File: config.mk
export PLATFORM = sky130hd
export DESIGN_NAME = dual_motor_drive_command
export DESIGN_NICKNAME = d
export VERILOG_FILES = /design/src/design/dmd_pkg.sv /design/src/design/dual_motor_drive_command.sv /design/src/design/dmd_cfg_regs.sv /design/src/design/dmd_mul.sv /design/src/design/dmd_ctrl.sv
export SDC_FILE = /design/constraint.sdc
export NUM_CORES = 1
export LEC_CHECK = 0
export BUFFER_PORTS_ARGS = -buffer_cell sky130_fd_sc_hd__buf_2
export CAP_MARGIN = 10
export CORE_MARGIN = 3
export CORE_UTILIZATION = 40
export CTS_CLUSTER_DIAMETER = 150
export CTS_CLUSTER_SIZE = 12
export DETAILED_ROUTE_END_ITERATION = 12
export GPL_ROUTABILITY_DRIVEN = 0
export PLACE_DENSITY_LB_ADDON = 0.2
export SLEW_MARGIN = 0
export SYNTH_ARGS = -nofsm -noshare
export SYNTH_HDL_FRONTEND = slang
export SYNTH_SLANG_ARGS = --single-unit
File: constraint.sdc
create_clock -name clk_i -period 11 [get_ports clk_i]
set_input_delay 1.1 -clock clk_i [delete_from_list [all_inputs] [get_ports clk_i]]
set_output_delay 1.1 -clock clk_i [all_outputs]
set_load 0.05 [all_outputs]
File: src/design/dmd_pkg.sv
// Shared types and constants for the dual motor drive command block.
// No dependencies; used by every module of the block.
package dmd_pkg;

  // Shared multiplier operand widths
  localparam int unsigned MulAW = 16;
  localparam int unsigned MulBW = 17;
  localparam int unsigned MulPW = MulAW + MulBW;

  // Reciprocal scale: x * floor(2^RecipShift / d) >> RecipShift, then one correction
  localparam int unsigned RecipShift = 16;

  localparam logic [7:0] PctDiv = 8'd100;

  // Command kinds
  localparam logic [1:0] KIND_DRIVE = 2'd0;
  localparam logic [1:0] KIND_ARC   = 2'd1;
  localparam logic [1:0] KIND_STOP  = 2'd2;

  // Motor selectors
  localparam logic [1:0] SEL_ONE  = 2'd0;
  localparam logic [1:0] SEL_TWO  = 2'd1;
  localparam logic [1:0] SEL_BOTH = 2'd2;

  // Register indexes
  localparam logic [2:0] REG_FLOOR_SPEED = 3'd0;
  localparam logic [2:0] REG_TRIM_ONE    = 3'd1;
  localparam logic [2:0] REG_TRIM_TWO    = 3'd2;
  localparam logic [2:0] REG_REVERSE_ONE = 3'd3;
  localparam logic [2:0] REG_REVERSE_TWO = 3'd4;

  typedef struct packed {
    logic [7:0]        floor_speed;
    logic signed [6:0] trim_one;
    logic signed [6:0] trim_two;
    logic              reverse_one;
    logic              reverse_two;
  } cfg_t;

  typedef struct packed {
    logic [1:0]  kind;
    logic [1:0]  motor_select;
    logic [15:0] speed;
    logic        direction;
    logic        arc_direction;
    logic [7:0]  arc_radius;
  } item_t;

  // pins: bit0 one A, bit1 one B, bit2 two A, bit3 two B
  typedef struct packed {
    logic [7:0] duty_one;
    logic [7:0] duty_two;
    logic [3:0] pins;
  } result_t;

  typedef enum logic [3:0] {
    ST_IDLE,
    ST_DISPATCH,
    ST_SELECT,
    ST_TMUL,
    ST_DIV_R,
    ST_DIV_B,
    ST_DIV_C,
    ST_TRIM_FIX,
    ST_MMUL,
    ST_MAP_FIX,
    ST_ARC_MUL,
    ST_ARC_FIX,
    ST_DONE
  } ctrl_state_e;

  typedef enum logic [1:0] {
    PH_TRIM,
    PH_MAP,
    PH_ARC
  } div_phase_e;

endpackage

File: src/design/dual_motor_drive_command.sv
// Dual H-bridge motor command block: one item in at a time, one result item out.
// Each motor runs a trim product and a map product on the shared multiplier, each followed by
// a reciprocal divide pass of three steps. A new item is accepted only after the previous
// result has entered the result slot; a full result slot holds the sequencer and the input.
// Reset: internal duties zero, bridge pins low, config registers zero; the output result
// register is not reset, only its valid flag; no clearing pass.
module dual_motor_drive_command #(
  parameter int unsigned MAX_DUTY         = 255,
  parameter int unsigned ARC_RADIUS_LIMIT = 10,
  parameter int unsigned TRIM_LIMIT       = 50
) (
  input  logic        clk_i,
  input  logic        rst_ni,

  input  logic        in_valid_i,
  output logic        in_ready_o,
  input  logic [1:0]  kind_i,
  input  logic [1:0]  motor_select_i,
  input  logic [15:0] speed_i,
  input  logic        direction_i,
  input  logic        arc_direction_i,
  input  logic [7:0]  arc_radius_i,

  output logic        out_valid_o,
  input  logic        out_ready_i,
  output logic [7:0]  duty_one_o,
  output logic [7:0]  duty_two_o,
  output logic        one_pin_a_o,
  output logic        one_pin_b_o,
  output logic        two_pin_a_o,
  output logic        two_pin_b_o,

  input  logic        cfg_valid_i,
  output logic        cfg_ready_o,
  input  logic [2:0]  cfg_addr_i,
  input  logic [7:0]  cfg_data_i
);

  dmd_pkg::cfg_t    cfg;
  dmd_pkg::item_t   item;
  dmd_pkg::result_t res;
  dmd_pkg::result_t res_q;
  logic             out_valid_q, out_valid_d;
  logic             idle;
  logic             done_valid;
  logic             done_ack;
  logic             start;

  assign cfg_ready_o = 1'b1;

  dmd_cfg_regs #(
    .TRIM_LIMIT(TRIM_LIMIT)
  ) u_cfg (
    .clk_i    (clk_i),
    .rst_ni   (rst_ni),
    .wr_en_i  (cfg_valid_i),
    .wr_addr_i(cfg_addr_i),
    .wr_data_i(cfg_data_i),
    .cfg_o    (cfg)
  );

  assign item.kind          = kind_i;
  assign item.motor_select  = motor_select_i;
  assign item.speed         = speed_i;
  assign item.direction     = direction_i;
  assign item.arc_direction = arc_direction_i;
  assign item.arc_radius    = arc_radius_i;

  assign in_ready_o = idle;
  assign start      = in_valid_i && idle;

  dmd_ctrl #(
    .MAX_DUTY        (MAX_DUTY),
    .ARC_RADIUS_LIMIT(ARC_RADIUS_LIMIT)
  ) u_ctrl (
    .clk_i       (clk_i),
    .rst_ni      (rst_ni),
    .cfg_i       (cfg),
    .start_i     (start),
    .item_i      (item),
    .idle_o      (idle),
    .done_valid_o(done_valid),
    .done_ack_i  (done_ack),
    .result_o    (res)
  );

  // result slot takes a new item once the old one is gone or leaving
  assign done_ack = done_valid && (!out_valid_q || out_ready_i);

  always_comb begin
    out_valid_d = out_valid_q;
    if (done_ack) begin
      out_valid_d = 1'b1;
    end else if (out_ready_i) begin
      out_valid_d = 1'b0;
    end
  end

  always_ff @(posedge clk_i or negedge rst_ni) begin
    if (!rst_ni) begin
      out_valid_q <= 1'b0;
    end else begin
      out_valid_q <= out_valid_d;
    end
  end

  always_ff @(posedge clk_i) begin
    if (done_ack) res_q <= res;
  end

  assign out_valid_o = out_valid_q;
  assign duty_one_o  = res_q.duty_one;
  assign duty_two_o  = res_q.duty_two;
  assign one_pin_a_o = res_q.pins[0];
  assign one_pin_b_o = res_q.pins[1];
  assign two_pin_a_o = res_q.pins[2];
  assign two_pin_b_o = res_q.pins[3];

endmodule

File: src/design/dmd_cfg_regs.sv
// Configuration registers of the motor drive block, trim clamped on write.
// Depends on dmd_pkg.
module dmd_cfg_regs #(
  parameter int unsigned TRIM_LIMIT = 50
) (
  input  logic          clk_i,
  input  logic          rst_ni,
  input  logic          wr_en_i,
  input  logic [2:0]    wr_addr_i,
  input  logic [7:0]    wr_data_i,
  output dmd_pkg::cfg_t cfg_o
);

  localparam logic signed [7:0] TrimHi = 8'(TRIM_LIMIT);
  localparam logic signed [7:0] TrimLo = -8'(TRIM_LIMIT);

  dmd_pkg::cfg_t     cfg_q, cfg_d;
  logic signed [7:0] trim_raw;
  logic signed [7:0] trim_cl;

  always_comb begin
    trim_raw = signed'({wr_data_i[6], wr_data_i[6:0]});
    if (trim_raw > TrimHi) begin
      trim_cl = TrimHi;
    end else if (trim_raw < TrimLo) begin
      trim_cl = TrimLo;
    end else begin
      trim_cl = trim_raw;
    end
  end

  always_comb begin
    cfg_d = cfg_q;
    if (wr_en_i) begin
      unique case (wr_addr_i)
        dmd_pkg::REG_FLOOR_SPEED: cfg_d.floor_speed = wr_data_i;
        dmd_pkg::REG_TRIM_ONE:    cfg_d.trim_one    = trim_cl[6:0];
        dmd_pkg::REG_TRIM_TWO:    cfg_d.trim_two    = trim_cl[6:0];
        dmd_pkg::REG_REVERSE_ONE: cfg_d.reverse_one = wr_data_i[0];
        dmd_pkg::REG_REVERSE_TWO: cfg_d.reverse_two = wr_data_i[0];
        default: ;
      endcase
    end
  end

  always_ff @(posedge clk_i or negedge rst_ni) begin
    if (!rst_ni) begin
      cfg_q <= '0;
    end else begin
      cfg_q <= cfg_d;
    end
  end

  assign cfg_o = cfg_q;

endmodule

File: src/design/dmd_mul.sv
// Shared unsigned multiplier with registered product.
// Depends on dmd_pkg for operand widths.
module dmd_mul (
  input  logic                        clk_i,
  input  logic [dmd_pkg::MulAW-1:0]   a_i,
  input  logic [dmd_pkg::MulBW-1:0]   b_i,
  output logic [dmd_pkg::MulPW-1:0]   prod_o
);

  logic [dmd_pkg::MulPW-1:0] prod_q;

  always_ff @(posedge clk_i) begin
    prod_q <= dmd_pkg::MulPW'(a_i) * dmd_pkg::MulPW'(b_i);
  end

  assign prod_o = prod_q;

endmodule

File: src/design/dmd_ctrl.sv
// Command sequencer and datapath: trim, map and arc math on one shared multiplier,
// constant division by reciprocal multiply plus one correction. Depends on dmd_pkg, dmd_mul.
module dmd_ctrl #(
  parameter int unsigned MAX_DUTY         = 255,
  parameter int unsigned ARC_RADIUS_LIMIT = 10
) (
  input  logic             clk_i,
  input  logic             rst_ni,
  input  dmd_pkg::cfg_t    cfg_i,
  input  logic             start_i,
  input  dmd_pkg::item_t   item_i,
  output logic             idle_o,
  output logic             done_valid_o,
  input  logic             done_ack_i,
  output dmd_pkg::result_t result_o
);

  localparam logic [7:0]  Max8      = 8'(MAX_DUTY);
  localparam logic [15:0] Max16     = 16'(MAX_DUTY);
  localparam logic [7:0]  MapDiv    = 8'(MAX_DUTY - 1);
  localparam logic [7:0]  RadLim    = 8'(ARC_RADIUS_LIMIT);
  localparam logic [16:0] RecipPct  = 17'((1 << dmd_pkg::RecipShift) / 100);
  localparam logic [16:0] RecipMap  = 17'((1 << dmd_pkg::RecipShift) / (MAX_DUTY - 1));

  localparam int unsigned Sh = dmd_pkg::RecipShift;

  dmd_pkg::ctrl_state_e state_q, state_d;
  dmd_pkg::div_phase_e  phase_q, phase_d;
  dmd_pkg::item_t       item_q, item_d;

  logic [7:0]  duty_one_q, duty_one_d, duty_two_q, duty_two_d;
  logic [3:0]  pins_q, pins_d;
  logic        pend_one_q, pend_one_d, pend_two_q, pend_two_d;
  logic [15:0] spd_one_q, spd_one_d, spd_two_q, spd_two_d;
  logic        dir_one_q, dir_one_d, dir_two_q, dir_two_d;
  logic        motor_q, motor_d;
  logic [7:0]  s1_q, s1_d, s2_q, s2_d, sarc_q, sarc_d;
  logic [15:0] x_q, x_d, q0_q, q0_d, q_q, q_d;
  logic        neg_q, neg_d;

  logic [dmd_pkg::MulAW-1:0] mul_a;
  logic [dmd_pkg::MulBW-1:0] mul_b;
  logic [dmd_pkg::MulPW-1:0] prod;

  logic [7:0]        divisor;
  logic [16:0]       recip;
  logic [15:0]       rem;
  logic [15:0]       spd_sel;
  logic [7:0]        s_cl;
  logic signed [6:0] trim_sel;
  logic              trim_neg;
  logic [6:0]        trim_mag;
  logic              map_neg;
  logic [7:0]        map_mag;
  logic [7:0]        rad_cl;
  logic [8:0]        factor;
  logic signed [17:0] q_s, s1_s, s2_s, m_s, sarc_s;
  logic signed [17:0] tsum, msum, arc_hi, arc_lo;
  logic               bpin;
  logic [7:0]         hi8, lo8;

  function automatic logic [7:0] clamp_duty(logic signed [17:0] v);
    logic [7:0] r;
    if (v < 18'sd1) begin
      r = 8'd1;
    end else if (v > signed'(18'(Max8))) begin
      r = Max8;
    end else begin
      r = v[7:0];
    end
    return r;
  endfunction

  dmd_mul u_mul (
    .clk_i (clk_i),
    .a_i   (mul_a),
    .b_i   (mul_b),
    .prod_o(prod)
  );

  // Next state
  always_comb begin
    state_d = state_q;
    unique case (state_q)
      dmd_pkg::ST_IDLE:     if (start_i) state_d = dmd_pkg::ST_DISPATCH;
      dmd_pkg::ST_DISPATCH: begin
        unique case (item_q.kind)
          dmd_pkg::KIND_DRIVE: state_d = dmd_pkg::ST_SELECT;
          dmd_pkg::KIND_ARC: begin
            state_d = (item_q.arc_radius == 8'd0) ? dmd_pkg::ST_SELECT
                                                  : dmd_pkg::ST_ARC_MUL;
          end
          default: state_d = dmd_pkg::ST_DONE;
        endcase
      end
      dmd_pkg::ST_SELECT: begin
        state_d = (pend_one_q || pend_two_q) ? dmd_pkg::ST_TMUL : dmd_pkg::ST_DONE;
      end
      dmd_pkg::ST_TMUL:     state_d = dmd_pkg::ST_DIV_R;
      dmd_pkg::ST_DIV_R:    state_d = dmd_pkg::ST_DIV_B;
      dmd_pkg::ST_DIV_B:    state_d = dmd_pkg::ST_DIV_C;
      dmd_pkg::ST_DIV_C: begin
        unique case (phase_q)
          dmd_pkg::PH_TRIM: state_d = dmd_pkg::ST_TRIM_FIX;
          dmd_pkg::PH_MAP:  state_d = dmd_pkg::ST_MAP_FIX;
          default:          state_d = dmd_pkg::ST_ARC_FIX;
        endcase
      end
      dmd_pkg::ST_TRIM_FIX: state_d = dmd_pkg::ST_MMUL;
      dmd_pkg::ST_MMUL:     state_d = dmd_pkg::ST_DIV_R;
      dmd_pkg::ST_MAP_FIX:  state_d = dmd_pkg::ST_SELECT;
      dmd_pkg::ST_ARC_MUL:  state_d = dmd_pkg::ST_DIV_R;
      dmd_pkg::ST_ARC_FIX:  state_d = dmd_pkg::ST_SELECT;
      dmd_pkg::ST_DONE:     if (done_ack_i) state_d = dmd_pkg::ST_IDLE;
      default:              state_d = dmd_pkg::ST_IDLE;
    endcase
  end

  // Shared terms
  always_comb begin
    divisor  = (phase_q == dmd_pkg::PH_MAP) ? MapDiv : dmd_pkg::PctDiv;
    recip    = (phase_q == dmd_pkg::PH_MAP) ? RecipMap : RecipPct;
    rem      = x_q - prod[15:0];

    spd_sel  = pend_one_q ? spd_one_q : spd_two_q;
    if (spd_sel == 16'd0) begin
      s_cl = 8'd1;
    end else if (spd_sel > Max16) begin
      s_cl = Max8;
    end else begin
      s_cl = spd_sel[7:0];
    end
    if ((cfg_i.floor_speed != 8'd0) && (s_cl < cfg_i.floor_speed)) begin
      s_cl = cfg_i.floor_speed;
    end

    trim_sel = motor_q ? cfg_i.trim_two : cfg_i.trim_one;
    trim_neg = trim_sel[6];
    trim_mag = trim_neg ? 7'(-trim_sel) : 7'(trim_sel);

    map_neg  = cfg_i.floor_speed > Max8;
    map_mag  = map_neg ? (cfg_i.floor_speed - Max8) : (Max8 - cfg_i.floor_speed);

    rad_cl   = (item_q.arc_radius > RadLim) ? RadLim : item_q.arc_radius;
    factor   = (9'(RadLim) + 9'd1 - 9'(rad_cl)) << 1;

    q_s      = signed'({2'b00, q_q});
    s1_s     = signed'({10'd0, s1_q});
    s2_s     = signed'({10'd0, s2_q});
    m_s      = signed'({10'd0, cfg_i.floor_speed});
    sarc_s   = signed'({10'd0, sarc_q});
    tsum     = neg_q ? (s1_s - q_s) : (s1_s + q_s);
    msum     = neg_q ? (m_s - q_s) : (m_s + q_s);
    arc_hi   = sarc_s + q_s;
    arc_lo   = sarc_s - q_s;
    hi8      = clamp_duty(arc_hi);
    lo8      = clamp_duty(arc_lo);
    bpin     = motor_q ? (dir_two_q ^ cfg_i.reverse_two) : (dir_one_q ^ cfg_i.reverse_one);
  end

  // Datapath and multiplier operands
  always_comb begin
    item_d     = item_q;
    phase_d    = phase_q;
    duty_one_d = duty_one_q;
    duty_two_d = duty_two_q;
    pins_d     = pins_q;
    pend_one_d = pend_one_q;
    pend_two_d = pend_two_q;
    spd_one_d  = spd_one_q;
    spd_two_d  = spd_two_q;
    dir_one_d  = dir_one_q;
    dir_two_d  = dir_two_q;
    motor_d    = motor_q;
    s1_d       = s1_q;
    s2_d       = s2_q;
    sarc_d     = sarc_q;
    x_d        = x_q;
    q0_d       = q0_q;
    q_d        = q_q;
    neg_d      = neg_q;
    mul_a      = '0;
    mul_b      = '0;

    unique case (state_q)
      dmd_pkg::ST_IDLE: begin
        if (start_i) item_d = item_i;
      end
      dmd_pkg::ST_DISPATCH: begin
        unique case (item_q.kind)
          dmd_pkg::KIND_DRIVE: begin
            pend_one_d = (item_q.motor_select == dmd_pkg::SEL_ONE) ||
                         (item_q.motor_select == dmd_pkg::SEL_BOTH);
            pend_two_d = (item_q.motor_select == dmd_pkg::SEL_TWO) ||
                         (item_q.motor_select == dmd_pkg::SEL_BOTH);
            spd_one_d  = item_q.speed;
            spd_two_d  = item_q.speed;
            dir_one_d  = item_q.direction;
            dir_two_d  = item_q.direction;
          end
          dmd_pkg::KIND_ARC: begin
            sarc_d = (item_q.speed > Max16) ? Max8 : item_q.speed[7:0];
            if (item_q.arc_radius == 8'd0) begin
              // spin in place
              pend_one_d = 1'b1;
              pend_two_d = 1'b1;
              spd_one_d  = (item_q.speed > Max16) ? Max16 : item_q.speed;
              spd_two_d  = (item_q.speed > Max16) ? Max16 : item_q.speed;
              dir_one_d  = item_q.arc_direction;
              dir_two_d  = ~item_q.arc_direction;
            end
          end
          dmd_pkg::KIND_STOP: begin
            if ((item_q.motor_select == dmd_pkg::SEL_ONE) ||
                (item_q.motor_select == dmd_pkg::SEL_BOTH)) begin
              pins_d[1:0] = 2'b00;
            end
            if ((item_q.motor_select == dmd_pkg::SEL_TWO) ||
                (item_q.motor_select == dmd_pkg::SEL_BOTH)) begin
              pins_d[3:2] = 2'b00;
            end
          end
          default: ;
        endcase
      end
      dmd_pkg::ST_SELECT: begin
        s1_d    = s_cl;
        motor_d = ~pend_one_q;
        if (pend_one_q) begin
          pend_one_d = 1'b0;
        end else begin
          pend_two_d = 1'b0;
        end
      end
      dmd_pkg::ST_TMUL: begin
        mul_a   = dmd_pkg::MulAW'(s1_q);
        mul_b   = dmd_pkg::MulBW'(trim_mag);
        neg_d   = trim_neg;
        phase_d = dmd_pkg::PH_TRIM;
      end
      dmd_pkg::ST_DIV_R: begin
        x_d   = prod[15:0];
        mul_a = prod[15:0];
        mul_b = recip;
      end
      dmd_pkg::ST_DIV_B: begin
        q0_d  = prod[Sh+15:Sh];
        mul_a = prod[Sh+15:Sh];
        mul_b = dmd_pkg::MulBW'(divisor);
      end
      dmd_pkg::ST_DIV_C: begin
        // estimate is at most one low
        q_d = q0_q + 16'(rem >= 16'(divisor));
      end
      dmd_pkg::ST_TRIM_FIX: begin
        s2_d = clamp_duty(tsum);
      end
      dmd_pkg::ST_MMUL: begin
        mul_a   = dmd_pkg::MulAW'(s2_q - 8'd1);
        mul_b   = dmd_pkg::MulBW'(map_mag);
        neg_d   = map_neg;
        phase_d = dmd_pkg::PH_MAP;
      end
      dmd_pkg::ST_MAP_FIX: begin
        if (motor_q) begin
          duty_two_d  = msum[7:0];
          pins_d[3:2] = {bpin, ~bpin};
        end else begin
          duty_one_d  = msum[7:0];
          pins_d[1:0] = {bpin, ~bpin};
        end
      end
      dmd_pkg::ST_ARC_MUL: begin
        mul_a   = dmd_pkg::MulAW'(sarc_q);
        mul_b   = dmd_pkg::MulBW'(factor);
        phase_d = dmd_pkg::PH_ARC;
      end
      dmd_pkg::ST_ARC_FIX: begin
        pend_one_d = 1'b1;
        pend_two_d = 1'b1;
        spd_one_d  = 16'(item_q.arc_direction ? lo8 : hi8);
        spd_two_d  = 16'(item_q.arc_direction ? hi8 : lo8);
        dir_one_d  = 1'b0;
        dir_two_d  = 1'b0;
      end
      dmd_pkg::ST_DONE: ;
      default: ;
    endcase
  end

  always_ff @(posedge clk_i or negedge rst_ni) begin
    if (!rst_ni) begin
      state_q    <= dmd_pkg::ST_IDLE;
      duty_one_q <= '0;
      duty_two_q <= '0;
      pins_q     <= '0;
      pend_one_q <= 1'b0;
      pend_two_q <= 1'b0;
    end else begin
      state_q    <= state_d;
      duty_one_q <= duty_one_d;
      duty_two_q <= duty_two_d;
      pins_q     <= pins_d;
      pend_one_q <= pend_one_d;
      pend_two_q <= pend_two_d;
    end
  end

  always_ff @(posedge clk_i) begin
    item_q    <= item_d;
    phase_q   <= phase_d;
    spd_one_q <= spd_one_d;
    spd_two_q <= spd_two_d;
    dir_one_q <= dir_one_d;
    dir_two_q <= dir_two_d;
    motor_q   <= motor_d;
    s1_q      <= s1_d;
    s2_q      <= s2_d;
    sarc_q    <= sarc_d;
    x_q       <= x_d;
    q0_q      <= q0_d;
    q_q       <= q_d;
    neg_q     <= neg_d;
  end

  assign idle_o            = (state_q == dmd_pkg::ST_IDLE);
  assign done_valid_o      = (state_q == dmd_pkg::ST_DONE);
  assign result_o.duty_one = duty_one_q;
  assign result_o.duty_two = duty_two_q;
  assign result_o.pins     = pins_q;

endmodule
==> metrics <==
status=finished clean; reg2reg end=u_ctrl.u_mul.prod_o[26]; IO Count=between 60 and 70; drt wl/cell=about 18 µm; Synth Warn #=0; Final ANT Viol Nets=0; clk slew on worst S/H paths=0.08 ns; FFs w/ async S/R, synth=22.5%; Die Width=218 µm; sequential element share of the synthesized area=around a third; WP data required=between 10 and 15 ns; hpwl dp=roughly 37000 µm; Min-Delay Startpoint=u_ctrl.u_mul.prod_o[2]; crit-path max cell delay=0.75 ns; Setup TNS=0 ns; input/output buffers=67; H-tree depth=1; Clock power frac=between 20% and 30%; Final Non-Filler Cells=between 2k and 3k; mean post-synth cell area=between 9 and 10 µm²; Sequential Power Share=between 30% and 40%; Highest Clock Rate=roughly 0.12 GHz; RSZ-0062 raised after global routing=no; initial antenna violation count=0; EDFF count, synth=~150; via count=13.5k; Setup Buffers After CTS=0; Synth Instances=1835; grt total ovfl=0; register area=between 0.006 and 0.007 mm²; P_leak=a little under 9 nW; worst flop-to-flop path startpoint=u_ctrl.state_q[1]; Top FF cell, synth=edfxtp_1; FP Rows=77; syn_nets=~2.2k; Worst Hold Path EP=u_ctrl.x_q[2]; Worst Skew=0.0340 ns; hold buffer count at CTS=0; Crit. End Element=flip-flop; DRC=0; share of layout cells above drive strength 1=8.56%; Slew Limit Headroom=a little under a quarter; die area=around 0.048 mm²; Gate power share=42.2%; PwrDens=roughly 180 mW/mm²; Power, Total=3.53 mW; largest net degree at the start of global routing=52; Resized cells post-CTS=0; Final min period=slightly below 9 ns; worst skew pair latency=approximately 0.56 ns; Tot GR Track Use=around 20%; worst setup path class=reg -> reg; final hold viol count=0; fillers=4282; slowest CP cell=clkinv_1; clock sink count=about 230; Ant. Diodes=0; Internal=slightly above 2 mW; VDD IR max=0.000105 V; Worst Hold Depth=0; Switching Power=roughly 1.5 mW; vias in the first global route=roughly 14k; wire length of the first global-routing pass=74300 µm; Starting Density=about two fifths; r2r setup slk=around 2.3 ns; CP startpoint kind=flip-flop; Layout area overhead=9.29%; First-pass DRT Iterations=5; final net count=about 2.2k; switching part of the total=~42%; post-DR vias/cell=~5.4; synth unique cells=80; total core area=0.0443 mm²; Synth Cell Area=around 0.018 mm²; total wire length=between 40000 and 50000 µm; final setup violation count=0; Slew Limit Fails=0; Least-Margin Pin Slew=around 1.1 ns; Chip Height=218 µm; multi-input logic area=0.0106 mm²; placed cell count=between 2k and 2.5k; Seq cells post-synth=~230; DRT iter0 DRCs=~1.1k; Clock Path Buffers=3; crit-path leading delay family=adder cells; TritonCTS Buffers=22; CTS tree=done; max_cap viols=0; root buf cell=clkbuf_16; worst path arrival time=slightly above 9 ns; CP bufs+invs=7; worst min path class=reg -> reg; Critical Path Fanout Max=29; r2r worst-path depth=28; fin util=about 44%; fin crit share=78.6%
[Yosys cell counts (23+ instances only)]
cell type / instances / area (µm²)
inv_1: 235 / 882
nor2_1: 194 / 728
ha_1: 180 / 2250
nand2_1: 150 / 563
edfxtp_1: 147 / 4410
fa_1: 117 / 2340
a21oi_1: 103 / 515
o21ai_0: 69 / 345
xnor2_1: 61 / 534
dfrtp_1: 51 / 1280
nor3_1: 39 / 195
clkbuf_1: 32 / 120
nand2b_1: 32 / 200
dfxtp_1: 29 / 581
nand3_1: 26 / 130
a21o_1: 24 / 180
or2_2: 23 / 144
xor2_1: 23 / 201
[kinds of logic after synthesis]
kind of cell / synth area share [%]
flip-flops: 34.9
adder cells (fa/ha/maj): 25.5
other: 0.0208
buffers and inverters: 6.04
AND/OR/NAND/NOR: 14.6
XOR/XNOR: 4.09
AO/OA/AOI/OAI: 12.8
multiplexers: 2.10
[placed cells by master (no fill, tap or decap), types with 7 or more instances in the layout]
master / n
a211oi_1: 13
a21o_1: 24
a21oi_1: 102
a221oi_1: 10
a22oi_1: 15
a31oi_1: 14
and3_1: 15
buf_2: 67
buf_4: 17
clkbuf_1: 17
clkbuf_16: 22
dfrtp_1: 51
dfxtp_1: 29
edfxtp_1: 147
fa_1: 117
ha_1: 180
inv_1: 235
mux2_2: 14
mux2i_1: 22
nand2_1: 150
nand2b_1: 32
nand3_1: 26
nor2_1: 194
nor2b_1: 16
nor3_1: 39
nor3b_1: 8
nor4_1: 11
o211ai_1: 17
o21ai_0: 69
o21bai_1: 15
o31ai_1: 10
or2_2: 23
or3_1: 7
xnor2_1: 61
xor2_1: 23
[worst max path at each step]
stage	start	to	slack, ns	cells after the start
after floorplan	u_ctrl.state_q[1]	u_ctrl.u_mul.prod_o[26]	3.78	28
after global placement	u_ctrl.state_q[1]	u_ctrl.u_mul.prod_o[26]	2.71	28
after detailed placement	u_ctrl.state_q[1]	u_ctrl.u_mul.prod_o[26]	2.48	28
after CTS	u_ctrl.state_q[1]	u_ctrl.u_mul.prod_o[26]	2.38	28
after global routing	u_ctrl.state_q[1]	u_ctrl.u_mul.prod_o[26]	1.75	28
final	u_ctrl.state_q[1]	u_ctrl.u_mul.prod_o[26]	2.35	28
[per-layer routing]
metal	track usage [%]	up-vias	share of wire, %
li1	-	6446	-
met1	28.1	6620	47
met2	31.4	387	44
met3	3.59	85	6.5
met4	5.81	0	2.9
met5	0	-	0
[sequential cells by signal, indices dropped and copies added (netlist names), 13 cells and up]
name	cells
u_ctrl.q_q	14
u_ctrl.x_q	16
u_ctrl.spd_two_q	16
u_ctrl.q0_q	13
u_ctrl.item_q	30
u_ctrl.u_mul.prod_o	29
u_cfg.cfg_o	24
[per-stage QoR]
stage / setup WS (ns) / hold WS [ns] / instance area [µm²]
3_5_place_dp: 2.48 / 0.416 / 19000
3_3_place_gp: 2.71 / 0.413 / 19000
5_1_grt: 1.75 / 0.448 / 19700
6_report: 2.35 / 0.431 / 19700
2_1_floorplan: 3.78 / 0.408 / 18000
4_1_cts: 2.38 / 0.434 / 19700
[final cells by class]
| cell class | instances | area share (%) |
|---|---|---|
| Clock buffer | 39 | 3.13 |
| Clock inverter | 1 | 0.153 |
| Sequential cell | 227 | 31.9 |
| Timing Repair Buffer | 84 | 2.36 |
| Inverter | 237 | 4.53 |
| Tap cell | 592 | 3.77 |
| Multi-Input combinational cell | 1327 | 54.2 |
[power by group through the flow]
stage               Clock, mW  Sequential (mW)  Combinational [mW]
detailed placement          0             1.34                1.47
floorplan                   0             1.27                1.09
CTS                     0.740             1.32                1.48
global route            0.774             1.35                1.67
global placement            0             1.33                1.45
finish                  0.715             1.32                1.49
(Power assumes the default switching activity.)
